==> src/rtl/smpq_pkg.sv <==
// smpq_pkg: shared types and codes for the stable min-priority queue.
// No dependencies; used by smpq_front, smpq_store and the top level.
package smpq_pkg;

	// Raw operation codes as they arrive on the input tuser field
	localparam logic [1:0] OPC_PUSH  = 2'd0;
	localparam logic [1:0] OPC_POP   = 2'd1;
	localparam logic [1:0] OPC_CLEAR = 2'd2;
	localparam logic [1:0] OPC_RSVD  = 2'd3;  // unused code, ignored

	// Result status codes
	localparam logic [1:0] ST_OK    = 2'd0;
	localparam logic [1:0] ST_EMPTY = 2'd1;
	localparam logic [1:0] ST_FULL  = 2'd2;

	localparam int COST_W   = 24;
	localparam int PARENT_W = 31;
	localparam int OPER_W   = 16;

	// Command class after decode; the unused code becomes an ignore
	typedef enum logic [1:0] {
		CMD_PUSH,
		CMD_POP,
		CMD_CLEAR,
		CMD_IGNORE
	} cmd_op_t;

	typedef struct packed {
		cmd_op_t               op;
		logic [COST_W-1:0]     cost;
		logic [PARENT_W-1:0]   parent;
		logic [OPER_W-1:0]     oper;
	} cmd_t;

	typedef struct packed {
		logic [1:0]            status;
		logic [PARENT_W-1:0]   parent;
		logic [OPER_W-1:0]     oper;
	} result_t;

endpackage

==> src/rtl/smpq_front.sv <==
// smpq_front: accepts input transactions, decodes the operation and
// buffers commands in a two-entry queue. Depends on smpq_pkg.
module smpq_front (
	input  logic                 clk,
	input  logic                 arst_n,
	input  logic                 in_valid,
	output logic                 in_ready,
	input  logic [1:0]           in_opc,
	input  logic [smpq_pkg::COST_W-1:0]   in_cost,
	input  logic [smpq_pkg::PARENT_W-1:0] in_parent,
	input  logic [smpq_pkg::OPER_W-1:0]   in_oper,
	output logic                 cmd_valid,
	input  logic                 cmd_ready,
	output smpq_pkg::cmd_t       cmd
);

	smpq_pkg::cmd_t  buf_q [2];
	smpq_pkg::cmd_t  dec;
	logic            wr_ptr_q;
	logic            rd_ptr_q;
	logic [1:0]      cnt_q;
	logic            wr_en;
	logic            rd_en;

	always_comb begin
		unique case (in_opc)
			smpq_pkg::OPC_PUSH:  dec.op = smpq_pkg::CMD_PUSH;
			smpq_pkg::OPC_POP:   dec.op = smpq_pkg::CMD_POP;
			smpq_pkg::OPC_CLEAR: dec.op = smpq_pkg::CMD_CLEAR;
			default:             dec.op = smpq_pkg::CMD_IGNORE;
		endcase
		dec.cost   = in_cost;
		dec.parent = in_parent;
		dec.oper   = in_oper;
	end

	assign in_ready  = (cnt_q != 2'd2);
	assign cmd_valid = (cnt_q != 2'd0);
	assign cmd       = buf_q[rd_ptr_q];
	assign wr_en     = in_valid && in_ready;
	assign rd_en     = cmd_valid && cmd_ready;

	always_ff @(posedge clk) begin
		if (wr_en) begin
			buf_q[wr_ptr_q] <= dec;
		end
	end

	always_ff @(posedge clk or negedge arst_n) begin
		if (!arst_n) begin
			wr_ptr_q <= 1'b0;
			rd_ptr_q <= 1'b0;
			cnt_q    <= 2'd0;
		end else begin
			if (wr_en) begin
				wr_ptr_q <= ~wr_ptr_q;
			end
			if (rd_en) begin
				rd_ptr_q <= ~rd_ptr_q;
			end
			cnt_q <= cnt_q + {1'b0, wr_en} - {1'b0, rd_en};
		end
	end

	a_cnt_range: assert property (@(posedge clk) disable iff (!arst_n)
		cnt_q != 2'd3) else $error("front queue count out of range");
	a_cnt_hold: assert property (@(posedge clk) disable iff (!arst_n)
		(wr_en == rd_en) |=> $stable(cnt_q)) else $error("front count moved");
	a_ptr_gap: assert property (@(posedge clk) disable iff (!arst_n)
		(cnt_q == 2'd0 || cnt_q == 2'd2) |-> (wr_ptr_q == rd_ptr_q))
		else $error("front pointers inconsistent");

endmodule

==> config.mk <==
export PLATFORM = sky130hd
export DESIGN_NAME = smpq_front
export DESIGN_NICKNAME = d
export VERILOG_FILES = /design/src/rtl/smpq_pkg.sv /design/src/rtl/smpq_front.sv
export SDC_FILE = /design/constraint.sdc
export NUM_CORES = 1
export LEC_CHECK = 0
export BUFFER_PORTS_ARGS = -buffer_cell sky130_fd_sc_hd__buf_2
export CORE_ASPECT_RATIO = 2
export CORE_UTILIZATION = 49
export CTS_CLUSTER_DIAMETER = 80
export DETAILED_ROUTE_END_ITERATION = 8
export PLACE_DENSITY = 0.82
export SLEW_MARGIN = 15
export SYNTH_ARGS = -nofsm -noshare
export SYNTH_HDL_FRONTEND = slang
export SYNTH_SLANG_ARGS = --single-unit
==> constraint.sdc <==
create_clock -name clk -period 5 [get_ports clk]
set_input_delay 0 -clock clk [delete_from_list [all_inputs] [get_ports clk]]
set_output_delay 0 -clock clk [all_outputs]
set_load 0.005 [all_outputs]
==> Word level (Yosys, flattened, before mapping) <==
Memory sizes are Yosys's and may differ from the RTL's.
Index checks and enable logic that the tools add are counted.
{ "op_classes": {"addsub": 2, "n_eq_ne": 3, "n_mux": 3, "bitwise": 2, "n_reduce_logical": 4} }
{ "ops": {"columns": ["op", "n"], "rows": [
  ["2-bit one-hot mux with 3 select lines", 1],
  ["2-bit by 1-bit adder with 2-bit output", 1],
  ["2-bit by 1-bit == test with 1-bit output, second input constant", 1],
  ["2-bit == test, second input constant", 1],
  ["1-bit logical AND", 2],
  ["2-bit zero test", 1],
  ["1-bit two-way mux", 2],
  ["2-bit != test, second input constant", 1],
  ["1-bit inverter", 2],
  ["2-bit nonzero test", 1],
  ["2-bit by 1-bit subtractor with 2-bit output", 1]
]} }
{ "word_totals": {"ff_bits": 4, "ram_bits": 146, "inputBits": 77, "out_inout_bits": 75, "wordCells": 18, "n_memories": 1} }
{ "mem_list": {"columns": ["memory", "depth", "word_bits", "rd", "rd_clocked_by_memory_dff", "wr", "line", "source"], "rows": [
  ["buf_q", 2, 73, 1, 0, 1, "smpq_front.sv:17", "smpq_pkg::cmd_t buf_q [2];"]
]} }

==> Longest topological paths before layout <==
{ "logic_depth": {"word_depth": 4, "depth_mapped": 7, "ltp_nobuf": 7} }

==> Worst setup path before layout <==
No wires, ideal clock.
{ "synth_timing": {"path_kind": "register -> register", "startpoint": "reg cnt_q[1]", "endpoint": "mem buf_q[0][0] in the netlist's numbering (enable)", "setup_ns": 0.505, "t_arrival_ns": 3.661, "required_time_ns": 4.495, "setup_slack_ns": 0.834, "stages_incl_launch_ff": 4, "n_path_buf": 0, "period_less_slack_ns": 4.166, "path_cell_list": "dfrtp_1 -> nand2b_1 -> nand2_1 -> nor2_1"} }
{ "synth_between": {"elab_chain_len": 4} }
{ "synth_rtl": {"columns": ["element", "line", "source"], "rows": [
  ["start, declared", "smpq_front.sv:21", "logic [1:0] cnt_q;"],
  ["start signal, assigned", "smpq_front.sv:61", "cnt_q <= cnt_q + {1'b0, wr_en} - {1'b0, rd_en};"],
  ["2-bit != test", "smpq_front.sv:37", "assign in_ready = (cnt_q != 2'd2);"],
  ["net in_ready", "smpq_front.sv:7", "output logic in_ready,"],
  ["1-bit logical AND", "smpq_front.sv:40", "assign wr_en = in_valid && in_ready;"],
  ["1-bit two-way mux", "smpq_front.sv:44", "if (wr_en) begin"],
  ["1-bit two-way mux (implied by the code)", "smpq_front.sv:45", "buf_q[wr_ptr_q] <= dec;"],
  ["end, declared", "smpq_front.sv:17", null]
]} }
The timed path passes the listed nets, and every way through them passes these cells.

==> run summary <==
Detailed Place HPWL -> 6460 um
Sink Count -> 150
Cells after synthesis -> 246
Sequential cell area -> 0.004488 mm^2
CTS Root Cell -> clkbuf_16
Worst R2R Start -> cnt_q[1]
Area of the multi-input gates -> 0.001155 mm^2
Syn. warnings -> 0
Required @ worst endpoint -> 5000 ps
Relative slew slack -> 32.76%
Die Y-Extent -> 154.8 um
Fill count -> 678
Final nets -> 565
Leak pwr -> 3.246 nW
Vias in the first global route -> 3422
Power per standard cell area -> 559.2 mW/mm^2
Cell row count -> 55
Setup Buffers After CTS -> 0
Total track usage -> 19.10%
CTS tree -> done
Antenna violations before repair -> 1
Worst reg-to-reg setup slack -> 2880 ps
Max VDD drop -> 0.7030 mV
Crit path arrival time -> 2520 ps
Global route overflow -> 0
Largest fanout on the critical path -> 40
Hold Crit Depth -> 2
Final WL -> 10900 um
Setup violations, final -> 0
GP Congestion -> 0.7423
Hold path endpoint -> buf_q[0][50]
Die Width -> 78.41 um
Hold_sp -> in_cost[3]
Final worst-path cycle share -> 50.34%
Syn Nets -> 325
Post-layout util -> 70.89%
Initial DRT Pass Iterations -> 4
Htree depth -> 4
Seq/Total Area, Yosys -> 78.37%
Max cap viols -> 0
R2R depth -> 5
Kind of critical path -> flop to output port
First-pass GRT wire length -> 16750 um
Post-route minimum period -> 2517 ps
Outcome -> completed
Largest net degree at the start of global routing -> 74
WL/cell -> 16.98 um
Vias per std cell -> 4.822
Yosys cell types -> 17
FF+latch count, synth -> 150
Via Count -> 3096
Critical path launch point type -> flop
Synth-to-layout area growth -> 40.67%
Crit Reg-Reg Endpoint -> buf_q[0][41]
Die area -> 0.01214 mm^2
CTS clk-pin slew, worst paths -> 60 ps
Max Slew Vio Count -> 0
1st-iter DRT viols -> 128
Clk_lat worst skew -> 400 ps
Core Area -> 0.01135 mm^2
Max Fclk -> 0.3973 GHz
Share of layout cells above drive strength 1 -> 52.10%
Clk_skew -> 8.538 ps
Buffers added on ports -> 151
CTS Buffer Depth -> 2
IO Pins -> 152
Synthesized area -> 0.005722 mm^2
Avg Cell Area, Syn -> 23.26 um^2
Final ANT Viol Nets -> 0
CP endpoint kind -> output port
Worst-margin pin slew -> 1009 ps
Total negative slack -> 0 ps
Worst hold path class -> input port to flop
Drc violations -> 0
Unrepaired setup endpoints after global routing -> no
Final hold violations -> 0
Initial core utilization -> 50.39%
TritonCTS Buffers -> 17
==> cell usage after synthesis (all sizes together) <==
library cell	n	area, um^2
buf	8	83.83
inv	1	3.750
or2	1	6.260
edfxtp	146	4384
mux2	73	1047
and2	1	8.760
clkbuf	2	7.510
xnor2	3	26.28
ha	2	25.02
dfrtp	4	100.1
nand2	1	3.750
xor2	1	8.760
and3	1	6.260
nand2b	1	6.260
nor2	1	3.750
==> cell families (layout without fill, tap and decap cells) <==
logic type / count (synthesis) / in the layout / share of synthesized area, %
AND/OR/NAND/NOR: 6 / 6 / 0.6124
buffers and inverters: 11 / 264 / 1.662
other: 0 / 1 / 0
XOR/XNOR: 4 / 4 / 0.6124
adder cells (fa/ha/maj): 2 / 2 / 0.4373
multiplexers: 73 / 73 / 18.30
flip-flops: 150 / 150 / 78.37
==> power breakdown <==
group          switching [mW]  internal [mW]
clock                   0.470          0.936
combinational           0.522          0.701
sequential              0.147           1.73
==> sequential cells by signal, indices dropped and copies added (netlist names) <==
signal	count
rd_ptr_q	1
cnt_q	2
wr_ptr_q	1
buf_q	146
==> critical path: stages (launching register included) <==
cell	delay [ps]
dfrtp_4	830
buf_4	710
mux2_2	410
buf_2	130
==> worst max path at each step <==
stage	startpoint	to	slack [ps]	depth (start not counted)
final	rd_ptr_q	cmd[64]	2480	3
after global placement	cnt_q[1]	buf_q[0][68]	2530	4
after CTS	cnt_q[1]	buf_q[0][66]	2400	4
after floorplan	cnt_q[1]	buf_q[0][0]	830	3
after detailed placement	cnt_q[1]	buf_q[0][33]	2430	4
after global routing	rd_ptr_q	cmd[63]	2400	3
==> routing by layer <==
layer  wire (um)  track usage, %  up-vias
met3         435           4.189       28
met4         364           11.90        0
li1            -               -     1448
met2        6285           34.75      112
met1        3817           19.26     1508
met5           0               0        -
==> cells in the final DEF (no fill, tap or decap), drive strengths merged <==
| cell type | n |
|---|---|
| clkinv | 5 |
| buf | 154 |
| edfxtp | 146 |
| diode | 1 |
| or2 | 1 |
| xnor2 | 3 |
| nand2 | 1 |
| dfrtp | 4 |
| clkinvlp | 1 |
| and3 | 1 |
| dlygate4sd3 | 77 |
| and2 | 1 |
| mux2 | 73 |
| inv | 2 |
| ha | 2 |
| clkbuf | 19 |
| xor2 | 1 |
| bufinv | 6 |
| nand2b | 1 |
| nor2 | 1 |
==> final cells by class <==
type	instances	share of cell area (%)
flip-flops and latches	150	55.76
repair buffers	231	19.40
multi-input cells	85	14.35
clock buffers	19	5.379
clock inverters	13	2.829
well taps	142	2.207
inverters	1	0.04663
diodes	1	0.03109
==> per-stage QoR <==
step	cell area [um^2]	total power, mW	worst slack (ps)	hold WS [ps]	std cells
6_report	8049	4.501	2483	309.9	642
5_1_grt	8049	4.695	2402	310.3	642
4_1_cts	8026	4.524	2405	297.5	640
3_5_place_dp	6595	3.067	2426	-186.9	531
3_3_place_gp	6595	3.027	2532	-193.4	531
2_1_floorplan	5722	2.677	834.1	-295.6	246
==> repair_timing <==
action                                 in CTS  in global routing
endpoints found under the hold margin     152                  0
gates resized for setup                     0                  0
hold buffers                               77                  0
Power figures use the tool's default switching activity.
